`config.mk`:
```
export PLATFORM = sky130hd
export DESIGN_NAME = multichannel_biquad_filter
export DESIGN_NICKNAME = d
export VERILOG_FILES = /design/src/rtl/bqf_pkg.sv /design/src/rtl/multichannel_biquad_filter.sv /design/src/rtl/bqf_state_mem.sv
export SDC_FILE = /design/constraint.sdc
export NUM_CORES = 2
export LEC_CHECK = 0
export BUFFER_PORTS_ARGS = -buffer_cell sky130_fd_sc_hd__buf_2
export CORE_AREA = 10 10 431 433
export CTS_BUF_LIST = sky130_fd_sc_hd__clkbuf_4
export DETAILED_ROUTE_END_ITERATION = 10
export DIE_AREA = 0 0 441 443
export GPL_TIMING_DRIVEN = 0
export PLACE_DENSITY_LB_ADDON = 0.05
export SYNTH_ARGS = -nofsm -noshare
export SYNTH_HDL_FRONTEND = slang
export SYNTH_HIERARCHICAL = 1
export SYNTH_SLANG_ARGS = --single-unit
```
`constraint.sdc`:
```
create_clock -name clk -period 17.7 [get_ports clk]
set_clock_uncertainty 0.2 [all_clocks]
set_input_delay 2.655 -clock clk [delete_from_list [all_inputs] [get_ports clk]]
set_output_delay 2.655 -clock clk [all_outputs]
set_load 0.03 [all_outputs]
```
`src/rtl/bqf_pkg.sv`:
```
// bqf_pkg: shared types, register codes and saturation helpers for the biquad filter
// no dependencies; imported by the filter top level, its state memory and the checker
`timescale 1ns / 1ps

package bqf_pkg;

    // fixed field widths
    localparam int SAMPLE_W = 24;
    localparam int COEF_W   = 28;
    localparam int STATE_W  = 40;
    localparam int CHAN_W   = 4;
    localparam int WIN_W    = 5;
    localparam int PROD_W   = COEF_W + SAMPLE_W;
    localparam int IDX_W    = 3;

    // configuration register indexes
    typedef enum logic [IDX_W-1:0] {
        REG_B0    = 3'd0,
        REG_B1    = 3'd1,
        REG_B2    = 3'd2,
        REG_A1    = 3'd3,
        REG_A2    = 3'd4,
        REG_FIRST = 3'd5,
        REG_END   = 3'd6
    } bqf_reg_t;

    // sequencer states, one multiplier product per state from the read through ST_MA2
    typedef enum logic [2:0] {
        ST_IDLE,
        ST_READ,
        ST_MB1,
        ST_MA1,
        ST_MB2,
        ST_MA2,
        ST_DONE
    } bqf_state_t;

    // clamp a Q9.23 32-bit value to the Q1.23 sample range
    function automatic logic [SAMPLE_W-1:0] sat_sample(input logic [31:0] v);
        logic hi_ok;
        hi_ok = (v[31:SAMPLE_W-1] == '0) || (v[31:SAMPLE_W-1] == '1);
        if (hi_ok)
            return v[SAMPLE_W-1:0];
        else if (v[31])
            return {1'b1, {(SAMPLE_W-1){1'b0}}};
        else
            return {1'b0, {(SAMPLE_W-1){1'b1}}};
    endfunction

    // clamp a 41-bit sum to the 40-bit delay word range
    function automatic logic [STATE_W-1:0] sat_state(input logic [STATE_W:0] v);
        if (v[STATE_W] == v[STATE_W-1])
            return v[STATE_W-1:0];
        else if (v[STATE_W])
            return {1'b1, {(STATE_W-1){1'b0}}};
        else
            return {1'b0, {(STATE_W-1){1'b1}}};
    endfunction

endpackage

```
`src/rtl/multichannel_biquad_filter.sv`:
```
// multichannel_biquad_filter: top level, config registers, sequencer and datapath
// depends on bqf_pkg and bqf_state_mem
`timescale 1ns / 1ps

// Transposed direct form II biquad shared by up to CHANNELS audio channels. Each
// channel's two delay words live in one synchronous memory entry; a sample is
// read, filtered and written back before the next one is taken, so accesses to
// the same entry never overlap. A sample inside the channel window has its
// memory read issued on acceptance; the single shared 28x24 multiplier then
// forms b0*x, b1*x, a1*y, b2*x and a2*y in turn, and the delay words are
// written back as the result enters the output register, which may wait on
// a stalled sink; only then can the next sample be accepted. A sample outside
// the window is dropped with no result. The delay store reads as zero after reset
// through per-entry written flags, so there is no clearing pass. Configuration
// writes are always ready and must be issued only while no item is in flight.
module multichannel_biquad_filter
    import bqf_pkg::*;
#(
    parameter int CHANNELS = 16
)
(
    input  logic                       clk,
    input  logic                       rst_n,
    // sample input
    input  logic                       in_valid,
    output logic                       in_stall,
    input  logic [CHAN_W-1:0]          channel,
    input  logic signed [SAMPLE_W-1:0] in_sample,
    // filtered output
    output logic                       out_valid,
    input  logic                       out_stall,
    output logic [CHAN_W-1:0]          out_channel,
    output logic signed [SAMPLE_W-1:0] out_sample,
    // configuration writes
    input  logic                       cfg_valid,
    output logic                       cfg_ready,
    input  logic [IDX_W-1:0]           cfg_index,
    input  logic [COEF_W-1:0]          cfg_data
);

    localparam int AW    = (CHANNELS > 1) ? $clog2(CHANNELS) : 1;
    localparam int EXT_W = 9;
    localparam int SUM_W = PROD_W + 1;
    localparam int SH    = 15;

    // configuration
    logic signed [COEF_W-1:0] b0_reg, b1_reg, b2_reg, a1_reg, a2_reg;
    logic [WIN_W-1:0]         first_reg, end_reg;

    // sequencer
    bqf_state_t state_reg, state_next;
    logic       accept, in_win, done_fire;

    // datapath
    logic [CHAN_W-1:0]          ch_reg;
    logic signed [SAMPLE_W-1:0] x_reg;
    logic signed [SAMPLE_W-1:0] y_reg;
    logic signed [PROD_W-1:0]   prod_reg, prod_next;
    logic [SUM_W-1:0]           t_reg;
    logic [STATE_W-1:0]         s1_reg;
    logic signed [COEF_W-1:0]   mul_coef;
    logic signed [SAMPLE_W-1:0] mul_smp;
    logic [EXT_W-1:0]           chan_ext;
    logic [EXT_W-1:0]           ch_reg_ext;
    logic [AW-1:0]              addr;
    logic [AW-1:0]              wr_addr;
    logic [2*STATE_W-1:0]       rd_data, wr_data;
    logic [STATE_W-1:0]         d1, d2;
    logic [STATE_W:0]           acc_sum, s1_sum;
    logic [SUM_W-1:0]           s2_diff, prod_ext;
    logic [STATE_W-1:0]         s2_word;

    // output register
    logic                       out_valid_reg;
    logic [CHAN_W-1:0]          out_channel_reg;
    logic [SAMPLE_W-1:0]        out_sample_reg;

    // config write port
    assign cfg_ready = 1'b1;

    always_ff @(posedge clk or negedge rst_n)
    begin
        if (!rst_n)
        begin
            b0_reg    <= COEF_W'(28'sd16777216);
            b1_reg    <= '0;
            b2_reg    <= '0;
            a1_reg    <= '0;
            a2_reg    <= '0;
            first_reg <= '0;
            end_reg   <= WIN_W'(16);
        end
        else if (cfg_valid && cfg_ready)
        begin
            unique case (bqf_reg_t'(cfg_index))
                REG_B0:    b0_reg    <= cfg_data;
                REG_B1:    b1_reg    <= cfg_data;
                REG_B2:    b2_reg    <= cfg_data;
                REG_A1:    a1_reg    <= cfg_data;
                REG_A2:    a2_reg    <= cfg_data;
                REG_FIRST: first_reg <= cfg_data[WIN_W-1:0];
                REG_END:   end_reg   <= cfg_data[WIN_W-1:0];
                default:   ;
            endcase
        end
    end

    // channel window check and memory address
    assign chan_ext = {{(EXT_W-CHAN_W){1'b0}}, channel};
    assign addr     = chan_ext[AW-1:0];
    assign in_win   = ({1'b0, channel} >= first_reg) && ({1'b0, channel} < end_reg)
                      && (chan_ext < EXT_W'(CHANNELS));
    assign in_stall = (state_reg != ST_IDLE);
    assign accept   = in_valid && !in_stall;
    assign done_fire = (state_reg == ST_DONE) && (!out_valid_reg || !out_stall);

    // state register
    always_ff @(posedge clk or negedge rst_n)
    begin
        if (!rst_n)
            state_reg <= ST_IDLE;
        else
            state_reg <= state_next;
    end

    // next state
    always_comb
    begin
        state_next = state_reg;
        unique case (state_reg)
            ST_IDLE: if (accept && in_win) state_next = ST_READ;
            ST_READ: state_next = ST_MB1;
            ST_MB1:  state_next = ST_MA1;
            ST_MA1:  state_next = ST_MB2;
            ST_MB2:  state_next = ST_MA2;
            ST_MA2:  state_next = ST_DONE;
            ST_DONE: if (done_fire) state_next = ST_IDLE;
            default: state_next = ST_IDLE;
        endcase
    end

    // shared multiplier operand select
    always_comb
    begin
        mul_coef = b0_reg;
        mul_smp  = x_reg;
        unique case (state_reg)
            ST_READ: begin mul_coef = b0_reg; mul_smp = x_reg; end
            ST_MB1:  begin mul_coef = b1_reg; mul_smp = x_reg; end
            ST_MA1:  begin mul_coef = a1_reg; mul_smp = y_reg; end
            ST_MB2:  begin mul_coef = b2_reg; mul_smp = x_reg; end
            ST_MA2:  begin mul_coef = a2_reg; mul_smp = y_reg; end
            default: begin mul_coef = b0_reg; mul_smp = x_reg; end
        endcase
    end

    assign prod_next = mul_coef * mul_smp;

    // delay words from the store
    assign d1 = rd_data[2*STATE_W-1:STATE_W];
    assign d2 = rd_data[STATE_W-1:0];

    // y accumulate: floor(b0*x / 2^15) + s1, then floor by 2^9 and clamp in sat_sample
    assign acc_sum = {{(STATE_W+1-(PROD_W-SH)){prod_reg[PROD_W-1]}}, prod_reg[PROD_W-1:SH]}
                     + {d1[STATE_W-1], d1};
    // new first delay: floor((b1*x - a1*y) / 2^15) + s2
    assign s1_sum  = {{(STATE_W+1-(SUM_W-SH)){t_reg[SUM_W-1]}}, t_reg[SUM_W-1:SH]}
                     + {d2[STATE_W-1], d2};
    // new second delay: floor((b2*x - a2*y) / 2^15), always in range
    assign prod_ext = {prod_reg[PROD_W-1], prod_reg};
    assign s2_diff  = t_reg - prod_ext;
    assign s2_word  = {{(STATE_W-(SUM_W-SH)){s2_diff[SUM_W-1]}}, s2_diff[SUM_W-1:SH]};

    // datapath registers
    always_ff @(posedge clk)
    begin
        if (accept)
        begin
            ch_reg <= channel;
            x_reg  <= in_sample;
        end
        // a2*y stays put while the result waits for the output register
        if (state_reg != ST_DONE)
            prod_reg <= prod_next;
        unique case (state_reg)
            ST_MB1:  y_reg  <= sat_sample(acc_sum[STATE_W:9]);
            ST_MA1:  t_reg  <= prod_ext;
            ST_MB2:  t_reg  <= t_reg - prod_ext;
            ST_MA2:
            begin
                s1_reg <= sat_state(s1_sum);
                t_reg  <= prod_ext;
            end
            default: ;
        endcase
    end

    // result register, frees the sequencer while the sink stalls unless it already holds a result
    always_ff @(posedge clk or negedge rst_n)
    begin
        if (!rst_n)
            out_valid_reg <= 1'b0;
        else if (done_fire)
            out_valid_reg <= 1'b1;
        else if (!out_stall)
            out_valid_reg <= 1'b0;
    end

    always_ff @(posedge clk)
    begin
        if (done_fire)
        begin
            out_channel_reg <= ch_reg;
            out_sample_reg  <= y_reg;
        end
    end

    assign out_valid   = out_valid_reg;
    assign out_channel = out_channel_reg;
    assign out_sample  = out_sample_reg;

    // delay word store, written back when the result is handed over
    assign wr_data    = {s1_reg, s2_word};
    assign ch_reg_ext = {{(EXT_W-CHAN_W){1'b0}}, ch_reg};
    assign wr_addr    = ch_reg_ext[AW-1:0];

    bqf_state_mem #(
        .DEPTH (CHANNELS),
        .AW    (AW)
    ) u_state_mem (
        .clk     (clk),
        .rst_n   (rst_n),
        .rd_en   (accept && in_win),
        .rd_addr (addr),
        .rd_data (rd_data),
        .wr_en   (done_fire),
        .wr_addr (wr_addr),
        .wr_data (wr_data)
    );

endmodule

```
`src/rtl/bqf_state_mem.sv`:
```
// bqf_state_mem: per-channel delay word store, both delay words in one entry
// depends on bqf_pkg for the delay word width
`timescale 1ns / 1ps

module bqf_state_mem
    import bqf_pkg::*;
#(
    parameter int DEPTH = 16,
    parameter int AW    = 4
)
(
    input  logic                 clk,
    input  logic                 rst_n,
    input  logic                 rd_en,
    input  logic [AW-1:0]        rd_addr,
    output logic [2*STATE_W-1:0] rd_data,
    input  logic                 wr_en,
    input  logic [AW-1:0]        wr_addr,
    input  logic [2*STATE_W-1:0] wr_data
);

    logic [2*STATE_W-1:0] mem [DEPTH];
    logic [2*STATE_W-1:0] data_reg;
    logic [DEPTH-1:0]     vld_reg;
    logic                 hit_reg;

    // storage array, registered read
    always_ff @(posedge clk)
    begin
        if (wr_en)
            mem[wr_addr] <= wr_data;
        if (rd_en)
            data_reg <= mem[rd_addr];
    end

    // written flags, cleared by reset so untouched channels read as zero
    always_ff @(posedge clk or negedge rst_n)
    begin
        if (!rst_n)
        begin
            vld_reg <= '0;
            hit_reg <= 1'b0;
        end
        else
        begin
            if (wr_en)
                vld_reg[wr_addr] <= 1'b1;
            if (rd_en)
                hit_reg <= vld_reg[rd_addr];
        end
    end

    assign rd_data = hit_reg ? data_reg : '0;

endmodule

```
# --- Yosys cells after proc, flatten, opt, wreduce, memory -nomap -nowiden ---
# Memories as Yosys holds them, arrays and structs flattened. A register that Yosys moved wholly into a read port is not among the register bits.
# Cells that the tools add are included.
totals:
  ff_bits: 396
  latch_bits: 0
  ramBits: 1280
  mem_bits_ro: 0
  in_bits: 64
  mem_count: 1
memory_table:
  columns: ["memory", "words", "word_bits", "rd", "rd_clocked_by_memory_dff", "wr", "line_no", "text"]
  rows:
  - ["u_state_mem.mem", 16, 80, 1, 1, 1, "bqf_state_mem.sv:22", "logic [2*STATE_W-1:0] mem [DEPTH];"]
classes:
  addsub: 3
  n_mul: 1
  n_div: 0
  order_cmp: 6
  eq_ne: 18
  shift: 0
  n_mux: 19
  bitwise: 1
  n_reduce_logical: 25
ops:
  columns: ["cell", "n"]
  rows:
  - ["28-bit case mux with 4 select lines", 1]
  - ["53-bit case mux with 2 select lines", 1]
  - ["40-bit 2-to-1 mux", 2]
  - ["80-bit 2-to-1 mux", 1]
  - ["24-bit 2-to-1 mux", 3]
  - ["53-bit subtractor", 1]
  - ["28-bit by 24-bit multiplier with 52-bit output", 1]
  - ["37-bit by 40-bit adder with 41-bit output", 1]
  - ["38-bit by 40-bit adder with 41-bit output", 1]
  - ["3-bit case mux with 7 select lines", 1]
  - ["3-bit == test, second input constant", 6]
  - ["16-bit bitwise OR", 1]
  - ["2-bit AND reduction", 8]
  - ["4-bit by 5-bit < comparator with 1-bit output, second input constant", 3]
  - ["3-bit by 2-bit == test with 1-bit output, second input constant", 4]
  - ["9-bit == test, second input constant", 1]
  - ["9-bit zero test", 1]
  - ["3-bit by 1-bit == test with 1-bit output, second input constant", 2]
  - ["1-bit logical AND", 6]
  - ["3-bit zero test", 2]
  - ["1-bit 2-to-1 mux", 6]
  - ["3-bit 2-to-1 mux", 2]
  - ["4-bit by 5-bit greater-or-equal comparator with 1-bit output", 1]
  - ["4-bit by 5-bit < comparator with 1-bit output", 1]
  - ["other kinds (12)", 16]

# --- Logic depth before layout (Yosys ltp) ---
depth:
  depth_word: 6
  mapped_depth: 36
  mapped_depth_nobuf: 33

# --- By module ---
# Netlist, hierarchy kept.
modules_own_cells:
  columns: ["mod", "n_inst", "cells_each", "area_each_um2", "seq_area_each_um2"]
  rows:
  - ["bqf_state_mem", 1, 2002, 51702.1, 41264.6]
  - ["multichannel_biquad_filter", 1, 4583, 44955.6, 10612.7]

# --- Worst setup path before layout ---
# No wires, ideal clock.
synth_path:
  path_kind: "input port to flip-flop"
  from: "input in_valid"
  to: "register u_state_mem.hit_reg"
  t_arrival_ns: 13.463
  slack_ns: 3.929
  path_stages: 4
  cell_sequence: "inv_1 -> nor2_1 -> nor4b_1 -> mux2_2"
synth_between:
  elab_chain_len: 2
synth_rtl:
  columns: ["element", "line_no", "text"]
  rows:
  - ["start, declared", "multichannel_biquad_filter.sv:25", "input logic in_valid,"]
  - ["1-bit logical AND", "multichannel_biquad_filter.sv:114", "assign accept = in_valid && !in_stall;"]
  - ["named net accept", "multichannel_biquad_filter.sv:52", "logic accept, in_win, done_fire;"]
  - ["1-bit logical AND", "multichannel_biquad_filter.sv:233", ".rd_en (accept && in_win),"]
  - ["end signal, assigned", "bqf_state_mem.sv:49", "hit_reg <= vld_reg[rd_addr];"]
  - ["end, declared", "bqf_state_mem.sv:25", "logic hit_reg;"]
# The timed path passes the listed nets, and every way through them passes these cells.
# A chain may end at the register's enable or synchronous reset.

# --- Worst setup path after layout ---
layout_path:
  from: "register state_reg[1]"
  to: "register prod_reg[46], data pin"
layout_between:
  elab_chain_len: 4
layout_rtl:
  columns: ["element", "line_no", "text"]
  rows:
  - ["start, declared", "multichannel_biquad_filter.sv:51", "bqf_state_t state_reg, state_next;"]
  - ["start signal, assigned", "multichannel_biquad_filter.sv:123", "state_reg <= state_next;"]
  - ["3-bit == test / 3-bit by 2-bit == test with 1-bit output (equally long branches)", "multichannel_biquad_filter.sv:147", "unique case (state_reg)"]
  - ["2-bit OR reduction (no source line)", null, null]
  - ["24-bit 2-to-1 mux", "multichannel_biquad_filter.sv:147", null]
  - ["28-bit by 24-bit multiplier with 52-bit output *", "multichannel_biquad_filter.sv:157", "assign prod_next = mul_coef * mul_smp;"]
  - ["named net prod_next[46]", "multichannel_biquad_filter.sv:58", "logic signed [PROD_W-1:0] prod_reg, prod_next;"]
  - ["end signal, assigned", "multichannel_biquad_filter.sv:184", "prod_reg <= prod_next;"]
  - ["end, declared", "multichannel_biquad_filter.sv:58", null]
# The timed path passes the listed nets; every way through them passes the cells marked *.

==> results.toml <==
[outcome]
status = "finished, violations left"
violations = "max-capacitance violations, max-slew violations"

[logic_synthesis]
synth_common_cells = "1585 x edfxtp_1, 801 x inv_1, 697 x fa_1"
netlist_area_sq_mm = 0.09666
synth_top_area_share_pct = 49.24
synth_top_family_by_area = "adder cells"
yosysMostFrequentCell = "edfxtp_1"
synth_fa_ha_area_share_pct = 18.15
synthMuxAreaShare_pct = 11.77
ys_seq_area_share_pct = 53.67
synth-seq-cells = 1756
synth-xor-area-share_pct = 1.595
synth_compound_area_share_pct = 4.590
synth_area_per_cell_sq_um = 14.68
synthSimpleGateAreaFrac_pct = 5.750
synth_area_leader_cell = "edfxtp_1"
ys_top_cells_by_area = "edfxtp_1 49%, fa_1 14%, mux4_2 9.4%, dfrtp_1 4.4%, ha_1 3.6%"
synth_nets = 7626
synth_enable_flop_cells = 1585
syn_inst = 6585
yosysWarnings = 6
synthArstFlopShare_pct = 9.738
synthDistinctLibCells = 89
synth_top_flop_cell = "edfxtp_1"

[floorplanning]
die_area_sq_mm = 0.1954
design.core.area_sq_mm = 0.1773
initial_utilization_pct = 54.53
fp.dieW_microns = 441
rows = 155
ios = 95
die_h_microns = 443

[critical_path]
endpoint_kind = "flop"
required_ns = 18.51
cpPeakStageDelay_ns = 1.02
cp_max_fo = 10
cp-start-kind = "flop"
cpMaxStageDelayCell = "clkbuf_1"
cp.arrival_ns = 13.09
crit_type = "flop to flop"
crit_path_frequent_cell = "fa_1"

[finish]
drive_gt1_share_pct = 21.44
fin_area_sq_mm = 0.1081
area_growth_pct = 11.82
fillers = 13870
layout.nets = 8311
largest_reg_flops = 1280

[hold_path]
min_path_type = "flop to flop"

[drt]
firstDrtPassIters = 8
drt_iter0_drc = 5406
drc_errors = 0
vias_per_cell = 5.930
ant_nets = 0
vias = 59030
wl_microns = 287000
wl_per_cell_microns = 28.84

[timing]
hold_viol_final = 0
timing.final.ws_setup_ns = 5.427
worst_pin_slew_ns = 1.510
maxSlewViolCount = 9
timing.slew.headroom_pct = -1.363
period_needed_ns = 12.27
rsz0062_at_grt = "no"
fmax_mhz = 81.48
finalSetupViolCount = 0
fin_crit_sh_pct = 69.34

[clocking]
clk_latency_ns = 1.41
h-tree-depth = 5
cts.sinks = 1756
clockBufferDepth = 4
cts_post_setup_buffers_inserted = 0
cts_resized = 0
clkTransAtPathRegs_ns = 0.07
numCtsBuffers = 456
cts_tree = "built"
cts_root_buffer = "clkbuf_4"
cts_hold_buffers = 0

[grt]
grt_max_degree = 99
grt_pass1_vias = 61450
globalRoute.totalOverflow = 0
antenna_found_initial = 11
track_usage_pct = 29.61
grt_pass1_wl_microns = 418200

[place]
place_area_sq_mm = 0.1024
gp_congestion = 1.024
port_buffers = 91
dpl.hpwl_microns = 214200
pre_cts_slack_ns = 5.709

[job]
drv_cap = 2
## cell type report
class | count | area [sq um] | area share (%)
Antenna cell | 10 | 25.02 | 0.02315
Timing Repair Buffer | 227 | 2585 | 2.392
Inverter | 801 | 3007 | 2.782
Tap cell | 2355 | 2947 | 2.726
Sequential cell | 1756 | 51880 | 48.00
Clock buffer | 666 | 5000 | 4.626
Buffer | 280 | 1321 | 1.222
Multi-Input combinational cell | 3748 | 40810 | 37.76
Clock inverter | 110 | 513.0 | 0.4746
## layer usage
layer	vias to the layer above	track usage, %	wire [microns]
met5	-	0	17
met4	2	14.25	15420
met3	605	5.279	19760
met2	2461	49.12	142800
met1	30840	37.74	109000
li1	25120	-	-
## stage by stage
step,setup TNS (ns),std cells,util (%),hold WS (ns)
after global placement,-2190.56,9031,56.45,0.2458
after global routing,0,9950,60.97,0.2779
after CTS,0,9940,60.88,0.2578
final,0,9953,60.98,0.2702
after detailed placement,0,9164,57.77,0.2508
after floorplan,0,6585,-,0.2257
## worst max-delay path: cells and delay by family (launching register included)
family	cells	cell delay, ns
muxes	1	0.50
adders and majority gates	8	4.03
buffers and inverters	10	3.10
xor gates and xnor gates	1	0.11
DFF	1	0.31
AOI/OAI and AO/OA	9	2.81
and+or+nand+nor	4	0.87
## cell usage in the layout (no fill, tap or decap), types with 25 or more instances in the layout
cell / count
a21o_1: 68
a21oi_1: 181
a22oi_1: 57
and2_1: 93
buf_1: 25
buf_12: 44
buf_2: 108
buf_4: 31
buf_6: 71
clkbuf_1: 198
clkbuf_4: 667
clkinv_1: 85
dfrtp_1: 169
edfxtp_1: 1585
fa_1: 697
ha_1: 280
inv_1: 801
mux2_2: 157
mux2i_1: 42
mux4_2: 404
nand2_1: 522
nand2b_1: 36
nand3_1: 61
nor2_1: 407
o21a_1: 49
o21ai_0: 175
o21bai_1: 29
xnor2_1: 87
xor2_1: 67
## worst paths after layout
kind                                   startpoint                      to  slack, ns  depth (start not counted)
min reg2reg                u_state_mem/vld_reg[3]  u_state_mem/vld_reg[3]       0.27                          1
min in group asynchronous                   rst_n              b2_reg[13]       1.10                          1
max in group asynchronous                   rst_n              end_reg[4]      15.26                          2
max                                  state_reg[1]            prod_reg[46]       5.43                         33
min                        u_state_mem/vld_reg[3]  u_state_mem/vld_reg[3]       0.27                          1
max reg2reg                          state_reg[1]            prod_reg[46]       5.43                         33
## cells by family (layout without fill, tap and decap cells)
family,after synthesis,in the layout
simple gates,1273,1273
flops,1756,1756
xor+xnor,176,176
buf+inv,1081,2084
fa+ha+maj,986,986
other cells,1,11
mux,610,610
compound gates,702,702
Power is left out: the tool's default activity adds up to more than one toggle a clock period on the data nets, which glitch-free logic cannot reach.
